## config.mk

```make
export PLATFORM = sky130hd
export DESIGN_NAME = bounded_byte_deque_unit
export DESIGN_NICKNAME = d
export VERILOG_FILES = /design/src/rtl/bbd_pkg.sv /design/src/rtl/bbd_ram.sv /design/src/rtl/bounded_byte_deque_unit.sv
export SDC_FILE = /design/constraint.sdc
export NUM_CORES = 1
export LEC_CHECK = 0
export BUFFER_PORTS_ARGS = -buffer_cell sky130_fd_sc_hd__buf_2
export CAP_MARGIN = 5
export CORE_UTILIZATION = 30
export DETAILED_ROUTE_END_ITERATION = 8
export PLACE_DENSITY = 0.47
export SETUP_SLACK_MARGIN = 0.02
export SYNTH_ARGS = -nofsm -noshare
export SYNTH_HDL_FRONTEND = slang
export SYNTH_HIERARCHICAL = 1
export SYNTH_SLANG_ARGS = --single-unit
```

## constraint.sdc

```tcl
create_clock -name clk -period 4.7 [get_ports clk]
set_clock_uncertainty 0.05 [all_clocks]
set_input_delay 0.705 -clock clk [delete_from_list [all_inputs] [get_ports clk]]
set_output_delay 0.705 -clock clk [all_outputs]
set_load 0.05 [all_outputs]
```

## src/rtl/bbd_pkg.sv

```systemverilog
// Shared constants for the bounded byte deque: operation and status codes,
// register map and reset values. No dependencies.
package bbd_pkg;

	localparam int DEPTH_DEFAULT = 16;

	localparam int OP_W    = 3;
	localparam int BYTE_W  = 8;
	localparam int STAT_W  = 2;
	localparam int COUNT_W = 5;

	localparam logic [OP_W-1:0] OP_PUSH_FRONT   = 3'd0;
	localparam logic [OP_W-1:0] OP_POP_FRONT    = 3'd1;
	localparam logic [OP_W-1:0] OP_PUSH_REAR    = 3'd2;
	localparam logic [OP_W-1:0] OP_POP_REAR     = 3'd3;
	localparam logic [OP_W-1:0] OP_REPLACE_REAR = 3'd4;
	localparam logic [OP_W-1:0] OP_SEARCH       = 3'd5;

	localparam logic [STAT_W-1:0] STAT_DONE  = 2'd0;
	localparam logic [STAT_W-1:0] STAT_FULL  = 2'd1;
	localparam logic [STAT_W-1:0] STAT_EMPTY = 2'd2;

	localparam int          PADDR_W     = 3;
	localparam logic        REG_CAP_IDX = 1'b0;
	localparam logic [COUNT_W-1:0] CAP_RESET = 5'd16;

endpackage

```

## src/rtl/bbd_ram.sv

```systemverilog
// Generic single-write, single-read RAM with registered read data.
// No dependencies.
module bbd_ram #(
	parameter int WIDTH = 8,
	parameter int DEPTH = 16
) (
	input  logic                     clk,
	input  logic                     we,
	input  logic [$clog2(DEPTH)-1:0] waddr,
	input  logic [WIDTH-1:0]         wdata,
	input  logic [$clog2(DEPTH)-1:0] raddr,
	output logic [WIDTH-1:0]         rdata
);

	logic [WIDTH-1:0] mem_q [DEPTH];

	always_ff @(posedge clk) begin
		if (we) begin
			mem_q[waddr] <= wdata;
		end
		rdata <= mem_q[raddr];
	end

endmodule

```

## src/rtl/bounded_byte_deque_unit.sv

```systemverilog
// Bounded byte deque held as a circular buffer, with stream ports and an APB register port.
// Depends on bbd_pkg and bbd_ram.
//
// Each input word carries one operation (push or pop at either end, replace the rear byte,
// or search for a byte) and yields one result word with status, found flag, entry count and
// the front and rear bytes. All entries live in one RAM with a single registered read port,
// and a small sequencer drives that port. A push, pop or replace passes through EXEC, which
// updates the pointers and writes, then RDF, RDR and RDW, which read back the front and
// rear bytes into the result register; RDW holds while that register still holds a result
// not yet taken. A search on a non-empty deque first passes through SCAN, which compares
// the entries from the front in turn and stops at the first match. The next word is
// accepted as soon as the sequencer is idle, even while the previous result waits.
// Capacity register at address 0 (reset 16); the effective limit is min(capacity, DEPTH).
module bounded_byte_deque_unit #(
	parameter int DEPTH = bbd_pkg::DEPTH_DEFAULT
) (
	input  logic                        clk,
	input  logic                        arst_n,
	// tdata: op [2:0], value [10:3]
	input  logic                        s_tvalid,
	output logic                        s_tready,
	input  logic [15:0]                 s_tdata,
	// tdata: status [1:0], found [2], entry_count [7:3], front_byte [15:8], rear_byte [23:16]
	output logic                        m_tvalid,
	input  logic                        m_tready,
	output logic [23:0]                 m_tdata,
	input  logic                        psel,
	input  logic                        penable,
	input  logic                        pwrite,
	input  logic [bbd_pkg::PADDR_W-1:0] paddr,
	input  logic [31:0]                 pwdata,
	output logic [31:0]                 prdata,
	output logic                        pready
);

	localparam int IW = $clog2(DEPTH);
	localparam int CW = bbd_pkg::COUNT_W;
	localparam int SW = ((IW > CW) ? IW : CW) + 1;
	localparam int BW = bbd_pkg::BYTE_W;

	typedef enum logic [5:0] {
		ST_IDLE = 6'b000001,
		ST_EXEC = 6'b000010,
		ST_SCAN = 6'b000100,
		ST_RDF  = 6'b001000,
		ST_RDR  = 6'b010000,
		ST_RDW  = 6'b100000
	} state_t;

	state_t                      state_q;
	logic [bbd_pkg::OP_W-1:0]    op_q;
	logic [BW-1:0]               value_q;
	logic [IW-1:0]               head_q;
	logic [CW-1:0]               count_q;
	logic [CW-1:0]               cap_q;
	logic [CW-1:0]               scan_q;
	logic                        cmp_vld_q;
	logic                        found_q;
	logic [bbd_pkg::STAT_W-1:0]  stat_q;
	logic [BW-1:0]               front_q;

	logic                        out_vld_q;
	logic [bbd_pkg::STAT_W-1:0]  out_stat_q;
	logic                        out_found_q;
	logic [CW-1:0]               out_count_q;
	logic [BW-1:0]               out_front_q;
	logic [BW-1:0]               out_rear_q;

	logic                        ram_we;
	logic [IW-1:0]               ram_waddr;
	logic [IW-1:0]               ram_raddr;
	logic [BW-1:0]               ram_rdata;

	logic                        is_push;
	logic                        is_full;
	logic                        deque_empty;
	logic [IW-1:0]               head_dec;
	logic [IW-1:0]               rear_slot;
	logic                        hit_now;
	logic                        scan_issue;
	logic                        scan_done;
	logic                        out_free;
	logic                        cfg_wr;

	function automatic logic [IW-1:0] slot_of(logic [IW-1:0] base, logic [CW-1:0] off);
		logic [SW-1:0] s;
		s = SW'(base) + SW'(off);
		if (32'(s) >= DEPTH) begin
			s = s - SW'(DEPTH);
		end
		return s[IW-1:0];
	endfunction

	assign s_tready = (state_q == ST_IDLE);
	assign pready   = 1'b1;
	assign cfg_wr   = psel && penable && pwrite && (paddr[2] == bbd_pkg::REG_CAP_IDX);
	assign prdata   = (paddr[2] == bbd_pkg::REG_CAP_IDX) ? {27'd0, cap_q} : 32'd0;

	assign is_push  = (op_q == bbd_pkg::OP_PUSH_FRONT) || (op_q == bbd_pkg::OP_PUSH_REAR);
	assign is_full  = (count_q >= cap_q) || (32'(count_q) >= DEPTH);
	assign deque_empty = (count_q == '0);
	assign head_dec = (head_q == '0) ? IW'(DEPTH - 1) : head_q - IW'(1);
	assign rear_slot = slot_of(head_q, count_q - CW'(1));

	assign hit_now    = cmp_vld_q && (ram_rdata == value_q);
	assign scan_issue = (scan_q < count_q) && !hit_now;
	assign scan_done  = hit_now || (!cmp_vld_q && !(scan_q < count_q));
	assign out_free   = !out_vld_q || m_tready;

	always_comb begin
		ram_we    = 1'b0;
		ram_waddr = slot_of(head_q, count_q);
		if (state_q == ST_EXEC) begin
			if (is_push && !is_full) begin
				ram_we = 1'b1;
				if (op_q == bbd_pkg::OP_PUSH_FRONT) begin
					ram_waddr = head_dec;
				end
			end else if (op_q == bbd_pkg::OP_REPLACE_REAR && !deque_empty) begin
				ram_we    = 1'b1;
				ram_waddr = rear_slot;
			end
		end
	end

	always_comb begin
		unique case (state_q)
			ST_SCAN:        ram_raddr = slot_of(head_q, scan_q);
			ST_RDR, ST_RDW: ram_raddr = rear_slot;
			default:        ram_raddr = head_q;
		endcase
	end

	bbd_ram #(
		.WIDTH(BW),
		.DEPTH(DEPTH)
	) u_ram (
		.clk  (clk),
		.we   (ram_we),
		.waddr(ram_waddr),
		.wdata(value_q),
		.raddr(ram_raddr),
		.rdata(ram_rdata)
	);

	always_ff @(posedge clk or negedge arst_n) begin
		if (!arst_n) begin
			cap_q <= bbd_pkg::CAP_RESET;
		end else if (cfg_wr) begin
			cap_q <= pwdata[CW-1:0];
		end
	end

	always_ff @(posedge clk or negedge arst_n) begin
		if (!arst_n) begin
			state_q   <= ST_IDLE;
			head_q    <= '0;
			count_q   <= '0;
			scan_q    <= '0;
			cmp_vld_q <= 1'b0;
			found_q   <= 1'b0;
			stat_q    <= bbd_pkg::STAT_DONE;
		end else begin
			unique case (state_q)
				ST_IDLE: begin
					if (s_tvalid) begin
						found_q   <= 1'b0;
						scan_q    <= '0;
						cmp_vld_q <= 1'b0;
						state_q   <= ST_EXEC;
					end
				end
				ST_EXEC: begin
					stat_q  <= bbd_pkg::STAT_DONE;
					state_q <= ST_RDF;
					if (is_push) begin
						if (is_full) begin
							stat_q <= bbd_pkg::STAT_FULL;
						end else begin
							count_q <= count_q + CW'(1);
							if (op_q == bbd_pkg::OP_PUSH_FRONT) begin
								head_q <= head_dec;
							end
						end
					end else if (op_q <= bbd_pkg::OP_SEARCH) begin
						if (deque_empty) begin
							stat_q <= bbd_pkg::STAT_EMPTY;
						end else begin
							unique case (op_q)
								bbd_pkg::OP_POP_FRONT: begin
									head_q  <= slot_of(head_q, CW'(1));
									count_q <= count_q - CW'(1);
								end
								bbd_pkg::OP_POP_REAR: count_q <= count_q - CW'(1);
								bbd_pkg::OP_SEARCH:   state_q <= ST_SCAN;
								default: ;
							endcase
						end
					end
				end
				ST_SCAN: begin
					if (hit_now) begin
						found_q <= 1'b1;
					end
					if (scan_done) begin
						cmp_vld_q <= 1'b0;
						state_q   <= ST_RDF;
					end else begin
						cmp_vld_q <= scan_issue;
						if (scan_issue) begin
							scan_q <= scan_q + CW'(1);
						end
					end
				end
				ST_RDF: state_q <= ST_RDR;
				ST_RDR: state_q <= ST_RDW;
				ST_RDW: begin
					if (out_free) begin
						state_q <= ST_IDLE;
					end
				end
				default: state_q <= ST_IDLE;
			endcase
		end
	end

	always_ff @(posedge clk) begin
		if (s_tvalid && s_tready) begin
			op_q    <= s_tdata[2:0];
			value_q <= s_tdata[10:3];
		end
		if (state_q == ST_RDR) begin
			front_q <= ram_rdata;
		end
	end

	always_ff @(posedge clk or negedge arst_n) begin
		if (!arst_n) begin
			out_vld_q <= 1'b0;
		end else if (state_q == ST_RDW && out_free) begin
			out_vld_q <= 1'b1;
		end else if (m_tready) begin
			out_vld_q <= 1'b0;
		end
	end

	always_ff @(posedge clk) begin
		if (state_q == ST_RDW && out_free) begin
			out_stat_q  <= stat_q;
			out_found_q <= found_q;
			out_count_q <= count_q;
			out_front_q <= deque_empty ? '0 : front_q;
			out_rear_q  <= deque_empty ? '0 : ram_rdata;
		end
	end

	assign m_tvalid = out_vld_q;
	assign m_tdata  = {out_rear_q, out_front_q, out_count_q, out_found_q, out_stat_q};

`ifndef SYNTH
	a_count_bound: assert property (@(posedge clk) disable iff (!arst_n)
		32'(count_q) <= DEPTH)
		else $error("entry count beyond depth");

	a_accept_exec: assert property (@(posedge clk) disable iff (!arst_n)
		s_tvalid && s_tready |=> state_q == ST_EXEC)
		else $error("accepted word not executed");

	a_push_grows: assert property (@(posedge clk) disable iff (!arst_n)
		state_q == ST_EXEC && is_push && !is_full |=> count_q == $past(count_q) + CW'(1))
		else $error("push did not advance count");

	a_found_search: assert property (@(posedge clk) disable iff (!arst_n)
		state_q == ST_RDF |-> !found_q || op_q == bbd_pkg::OP_SEARCH)
		else $error("found set outside search");

	a_scan_bound: assert property (@(posedge clk) disable iff (!arst_n)
		state_q == ST_SCAN |-> scan_q <= count_q)
		else $error("scan index past count");
`endif

endmodule

```

==> results of run 1 <==
[kinds of logic after synthesis]
logic type	Yosys count
DFF	209
and+or+nand+nor	138
AOI/OAI and AO/OA	82
buffers and inverters	74
muxes	43
adders and majority gates	27
xor gates and xnor gates	26
other	2
[worst paths after layout]
| check | endpoint | slack [ns] |
|---|---|---|
| setup / recovery | u_ram/mem_q[0][0] | 0.93 |
| hold / removal | cap_q[2] | 0.21 |
| setup reg to reg | u_ram/mem_q[0][0] | 0.93 |
| hold reg to reg | out_stat_q[0] | 0.41 |
| max in group asynchronous | m_tvalid | 3.88 |
| min in group clk | value_q[5] | 0.32 |
[cells in the mapped netlist (4+ instances only)]
library cell    n
edfxtp_1      171
nor2_1         32
buf_4          30
dfrtp_1        28
nand2_1        27
ha_1           24
inv_1          22
nor2b_1        21
a22oi_1        19
mux4_2         18
xnor2_1        18
a21oi_1        14
mux4_1         14
nor3_1         11
clkbuf_1       10
dfxtp_1         8
nand3_1         8
o21ai_0         8
xor2_1          8
a21o_1          6
mux2_2          6
nand2b_1        6
mux2i_1         5
buf_6           4
nand3b_1        4
o31ai_1         4
[power by group through the flow]
| stage | Clock (W) | Combinational [W] | Sequential, W |
|---|---|---|---|
| 2_1_floorplan | 0 | 0.00146 | 0.00244 |
| 3_3_place_gp | 0 | 0.00182 | 0.00256 |
| 3_5_place_dp | 0 | 0.00183 | 0.00257 |
| 4_1_cts | 0.00176 | 0.00184 | 0.00254 |
| 5_1_grt | 0.00182 | 0.00201 | 0.00257 |
| 6_report | 0.00170 | 0.00183 | 0.00253 |
[placed cells by master (no fill, tap or decap), drive strengths merged, types with 3 or more instances in the layout]
cell	synthesis	final
a21o	6	6
a21oi	14	14
a22o	3	3
a22oi	19	19
and2	3	3
buf	38	78
clkbuf	10	26
clkinv	0	7
clkinvlp	0	5
conb	2	28
dfrtp	28	28
dfxtp	8	8
edfxtp	171	171
fa	3	3
ha	24	24
inv	23	23
mux2	6	6
mux2i	5	5
mux4	32	32
nand2	28	28
nand2b	6	6
nand3	8	8
nand3b	4	4
nor2	32	32
nor2b	21	21
nor3	13	13
nor4	4	4
o211ai	3	3
o21ai	11	11
o31ai	4	4
or4	3	3
xnor2	18	18
xor2	8	8
[area by class of cell]
cell class	count	share of cell area [%]
sequential	209	56.41
multi-input combinational	344	27.29
clock buffer	26	5.368
tap	396	4.621
timing repair buffer	78	4.201
clock inverter	14	1.307
inverter	23	0.8051
[state kept, by name (all words and copies together) (netlist names), 5 cells and up]
signal and cells:
cap_q 5, count_q 5, front_q 8, out_count_q 5
out_front_q 8, out_rear_q 8, scan_q 5, state_q 6
u_ram/mem_q 128, u_ram/rdata 8, value_q 8
[through the flow]
stage	util, %	power [W]	std cells	worst slack, ns	cell area [sq um]
global placement	32.71	0.004376	1050	1.012	10010
finish	35.05	0.006058	1090	0.9266	10720
CTS	35.05	0.006137	1090	0.9356	10720
detailed placement	32.71	0.004403	1050	0.9565	10010
floorplan	-	0.003906	627	1.083	9403
global route	35.05	0.006404	1090	0.6382	10720
[per-layer routing]
layer	vias up	routed length, um
li1	2402	-
met1	2573	8683
met2	158	9185
met3	31	1046
met4	0	347
met5	-	0
==> results.json, run 1 <==
{
  "status": "finished, final reports clean",
  "crit_cells": 10,
  "cts_buffers": 22,
  "p_leak_nw": 3.929,
  "criticalPathCategory": "flop to flop",
  "cts_tree": "yes",
  "switching_share_pct": 33.75,
  "irDropWorstVdd_v": 0.0001995,
  "dieHeight_um": 178.1,
  "start_util_pct": 30.42,
  "track_usage_pct": 12.46,
  "netlist_area_sq_mm": 0.009305,
  "fp.coreArea_sq_mm": 0.03059,
  "synth_warnings": 6,
  "grt_pass1_wl_mm": 30.02,
  "reg2reg_from": "count_q[0]",
  "multiInputGateArea_sq_mm": 0.002927,
  "clkTransAtPathRegs_ns": 0.06,
  "regArea_sq_mm": 0.006048,
  "reg2regPathDepth": 10,
  "synth_edf_count": 171,
  "holdWs_ns": 0.2134,
  "ys_types": 73,
  "fin_nets": 763,
  "place_congestion": 0.8143,
  "grt_max_degree": 33,
  "first_pass_iters": 5,
  "synth-async-reset-ratio_pct": 14.35,
  "slowest_stage": "a311oi_1",
  "synth_top_family_by_area": "multiplexers",
  "grt_remaining_overflow": 0,
  "powerDensity_mw_per_mm2": 565.0,
  "synth_cells": 601,
  "die_w_um": 178.1,
  "setup_viol": 0,
  "wirelength_mm": 19.26,
  "cp_top_family": "compound AO/OA/AOI/OAI gates",
  "wl_per_cell_um": 17.67,
  "slew_viol_final": 0,
  "met2_usage_pct": 20.98,
  "endpoint_kind": "flop",
  "holdBufCountCts": 0,
  "antenna_cells": 0,
  "syn_area_per_cell_sq_um": 15.48,
  "max_freq_mhz": 265.0,
  "cp.arrival_ns": 3.93,
  "drt_iter0_drc": 303,
  "nFillCells": 2901,
  "dieArea_sq_mm": 0.03173,
  "synth-compound-area-share_pct": 6.266,
  "drcViolationCount": 0,
  "switchingPower_w": 0.002045,
  "num_rows": 64,
  "maxSlewHeadroom_pct": 42.65,
  "power.share.sequential_pct": 41.8,
  "crit_chain": "inv_1 > ha_1 > nor2b_1 > o21ai_0 > a311oi_1 > o21ai_1 > o2bb2ai_1 > or3b_2 > nor3_1 > buf_4",
  "cp_data_required_time_ns": 4.86,
  "io_buffers": 54,
  "area_delta_synth_final_pct": 15.23,
  "routed-via-count": 5164,
  "ant_nets": 0,
  "p_int_w": 0.004014,
  "hold_violations": 0,
  "cap_violations": 0,
  "synth_flop_cell": "edfxtp_1",
  "root_buffer": "clkbuf_16",
  "period_share_pct": 80.28,
  "gr-usage-met3_pct": 2.323,
  "dp_hpwl_mm": 13.15,
  "yosysTopAreaCell": "edfxtp_1",
  "critPathLaunchType": "flop",
  "antenna_found_initial": 0,
  "cts.repair.resized": 0,
  "synth_xor_area_share_pct": 2.447,
  "worstSetupStartpoint": "count_q[0]",
  "synth_fa_ha_area_share_pct": 3.873,
  "worst_pin_slew_ns": 0.8602,
  "drive_above_1_share_pct": 22.05,
  "power.share.clock_pct": 28.1,
  "synthMuxAreaShare_pct": 9.574,
  "vias_per_cell": 4.738,
  "critPathBufInv": 2,
  "pin_count": 117,
  "synth-simple-area-share_pct": 8.001,
  "grt-busiest-layer": "met2",
  "min_path_type": "primary input to asynchronous set/reset pin",
  "min_period_ns": 3.773,
  "cts_max_level": 1,
  "netlist_top_cells_area": "edfxtp_1 55%, dfrtp_1 7.5%, mux4_2 4.4%",
  "ys_ff_latch": 209,
  "grt_setup_unrepaired": "no",
  "met1_usage_pct": 16.36,
  "grt_pass1_vias": 5297,
  "cts.path.max_buffers": 3,
  "critPathMaxFanout": 8,
  "cts.sinks": 209,
  "yosysTopAreaCellShare_pct": 55.18,
  "synth_seq_area_share_pct": 65.00,
  "post_cts.repair.setup_buffers": 0,
  "p_comb_share_pct": 30.1,
  "final.setup.tns_ns": 0,
  "clk_latency_ns": 0.51,
  "cp_slowest_stage_delay_ns": 0.70
}
Note: power is estimated with default switching activity, not from simulation.
==> inputs of run 2 (changes only) <==
--- a/config.mk
+++ b/config.mk
@@ -9,7 +9,7 @@
 export CAP_MARGIN = 5
 export CORE_UTILIZATION = 30
 export DETAILED_ROUTE_END_ITERATION = 8
-export PLACE_DENSITY = 0.47
+export PLACE_DENSITY = 0.48
 export SETUP_SLACK_MARGIN = 0.02
 export SYNTH_ARGS = -nofsm -noshare
 export SYNTH_HDL_FRONTEND = slang
==> constraint.sdc (replaced) <==
create_clock -name clk -period 3.4 [get_ports clk]
set_clock_uncertainty 0.05 [all_clocks]
set_input_delay 0.51 -clock clk [delete_from_list [all_inputs] [get_ports clk]]
set_output_delay 0.51 -clock clk [all_outputs]
set_load 0.05 [all_outputs]
==> results.json, run 2 (synthesis results as in run 1) <==
{
  "crit_chain": "inv_1 > ha_1 > a211oi_2 > nand2_1 > a311oi_1 > buf_4 > o21ai_1 > o2bb2ai_2 > or3b_2 > nor3_2 > buf_6",
  "cp_data_required_time_ns": 3.58,
  "cp_top_family": "compound AO/OA/AOI/OAI gates",
  "min_path_type": "primary input to asynchronous set/reset pin",
  "criticalPathCategory": "flop to flop",
  "cts.path.max_buffers": 3,
  "antenna_found_initial": 0,
  "track_usage_pct": 12.70,
  "finalPower_w": 0.008654,
  "routed-via-count": 5169,
  "dieArea_sq_mm": 0.03173,
  "num_rows": 64,
  "final_cell_mix": "171 x edfxtp_1, 54 x buf_2, 36 x buf_4",
  "holdWs_ns": 0.001112,
  "top_register": "u_ram/mem_q",
  "grt_pass1_wl_mm": 30.39,
  "slowest_stage": "dfstp_2",
  "cp.arrival_ns": 3.41,
  "grt_setup_unrepaired": "yes",
  "final_common_cell": "edfxtp_1",
  "endpoint_kind": "flop",
  "antenna_cells": 0,
  "largest_register_ffs": 128,
  "critPathBufInv": 3,
  "first_pass_iters": 4,
  "worstSetupStartpoint": "cap_q[4]",
  "setup_viol": 0,
  "dpl_worst_slack_ns": 0.09292,
  "dieHeight_um": 178.1,
  "cts_buffers": 24,
  "drt_iter0_drc": 315,
  "cp_slowest_stage_delay_ns": 0.53,
  "ant_nets": 0,
  "instances_no_fill": 1110,
  "critPathLaunchType": "flop",
  "area_delta_synth_final_pct": 17.41,
  "status": "finished, final reports clean",
  "clkTransAtPathRegs_ns": 0.06,
  "slew_viol_final": 0,
  "hold_violations": 0,
  "nFillCells": 2928,
  "ff2ff_setup_slack_ns": 0.16,
  "irDropWorstVdd_v": 0.0002978,
  "final.setup.tns_ns": 0,
  "vias_per_cell": 4.657,
  "fp.coreArea_sq_mm": 0.03059,
  "cts_tree": "yes",
  "place_congestion": 0.8590,
  "min_period_ns": 3.238,
  "grt_remaining_overflow": 0,
  "max_freq_mhz": 308.9,
  "start_util_pct": 30.42,
  "timing.final.ws_setup_ns": 0.1622,
  "fin_nets": 781,
  "crit_cells": 11,
  "cts.sinks": 209,
  "grt_max_degree": 33,
  "endpoint": "u_ram/mem_q[0][0]",
  "dp_cells": 1066,
  "cts_max_level": 1,
  "drive_above_1_share_pct": 24.93,
  "root_buffer": "clkbuf_16",
  "dp_hpwl_mm": 13.30,
  "drcViolationCount": 0,
  "period_share_pct": 95.23,
  "wl_per_cell_um": 17.44,
  "pin_count": 117,
  "clk_latency_ns": 0.52,
  "wirelength_mm": 19.36,
  "r2r_end": "u_ram/mem_q[0][0]",
  "reg2regPathDepth": 11,
  "io_buffers": 54,
  "die_w_um": 178.1,
  "critPathMaxFanout": 8,
  "powerDensity_mw_per_mm2": 792.1,
  "grt_pass1_vias": 5407,
  "cap_violations": 0,
  "p_leak_nw": 4.060,
  "worst_pin_slew_ns": 0.7607,
  "reg2reg_from": "cap_q[4]",
  "maxSlewHeadroom_pct": 49.29
}
[run 2: cell types whose count changed in the layout (fill, tap and decap cells not counted), sizes merged]
cell,before,now
buf,78,94
clkbuf,26,33
inv,23,24
clkinv,7,9
bufinv,2,0
clkinvlp,5,1
[run 2: what timing repair did]
item / in CTS / in global routing
setup buffers: 0 / 0
hold buffers: 0 / 0
resized for setup: 0 / 6
setup endpoints to repair: 0 / 48
[run 2: report_power, final]
| part | total [W] | switching (W) | internal (W) |
|---|---|---|---|
| sequential | 0.00342 | 0.000280 | 0.00314 |
| clock | 0.00239 | 0.00102 | 0.00137 |
| combinational | 0.00285 | 0.00162 | 0.00123 |
| total | 0.00865 | 0.00292 | 0.00574 |
[run 2: area by class of cell]
| type | instances | area, sq um | area share [%] |
|---|---|---|---|
| flip-flops and latches | 209 | 6048 | 55.36 |
| multi-input cells | 344 | 2955 | 27.05 |
| clock buffers | 33 | 664.4 | 6.081 |
| repair buffers | 94 | 603.1 | 5.520 |
| well taps | 396 | 495.5 | 4.535 |
| inverters | 23 | 86.33 | 0.7902 |
| clock inverters | 11 | 72.57 | 0.6642 |
[run 2: worst min path at each step]
stage	cells past startpoint	startpoint	end	slack [ns]
final	1	arst_n	cap_q[1]	0.001
after detailed placement	0	stat_q[0]	out_stat_q[0]	0.40
after global placement	0	found_q	out_found_q	0.40
after global routing	1	arst_n	cap_q[0]	0.06
after CTS	1	arst_n	head_q[1]	0.03
after floorplan	0	arst_n	cap_q[0]	0.16
[run 2: stage by stage]
step | utilization [%] | area, sq um
floorplan | - | 9408
global placement | 33.21 | 10160
detailed placement | 33.21 | 10160
CTS | 35.61 | 10890
global route | 35.72 | 10930
finish | 35.72 | 10930
[run 2: metal layers]
layer	vias up	track usage [%]	routed length [um]
met3	24	2.536	993
li1	2437	-	-
met2	110	21.08	9238
met4	0	3.668	320
met5	-	0	0
met1	2598	16.76	8805
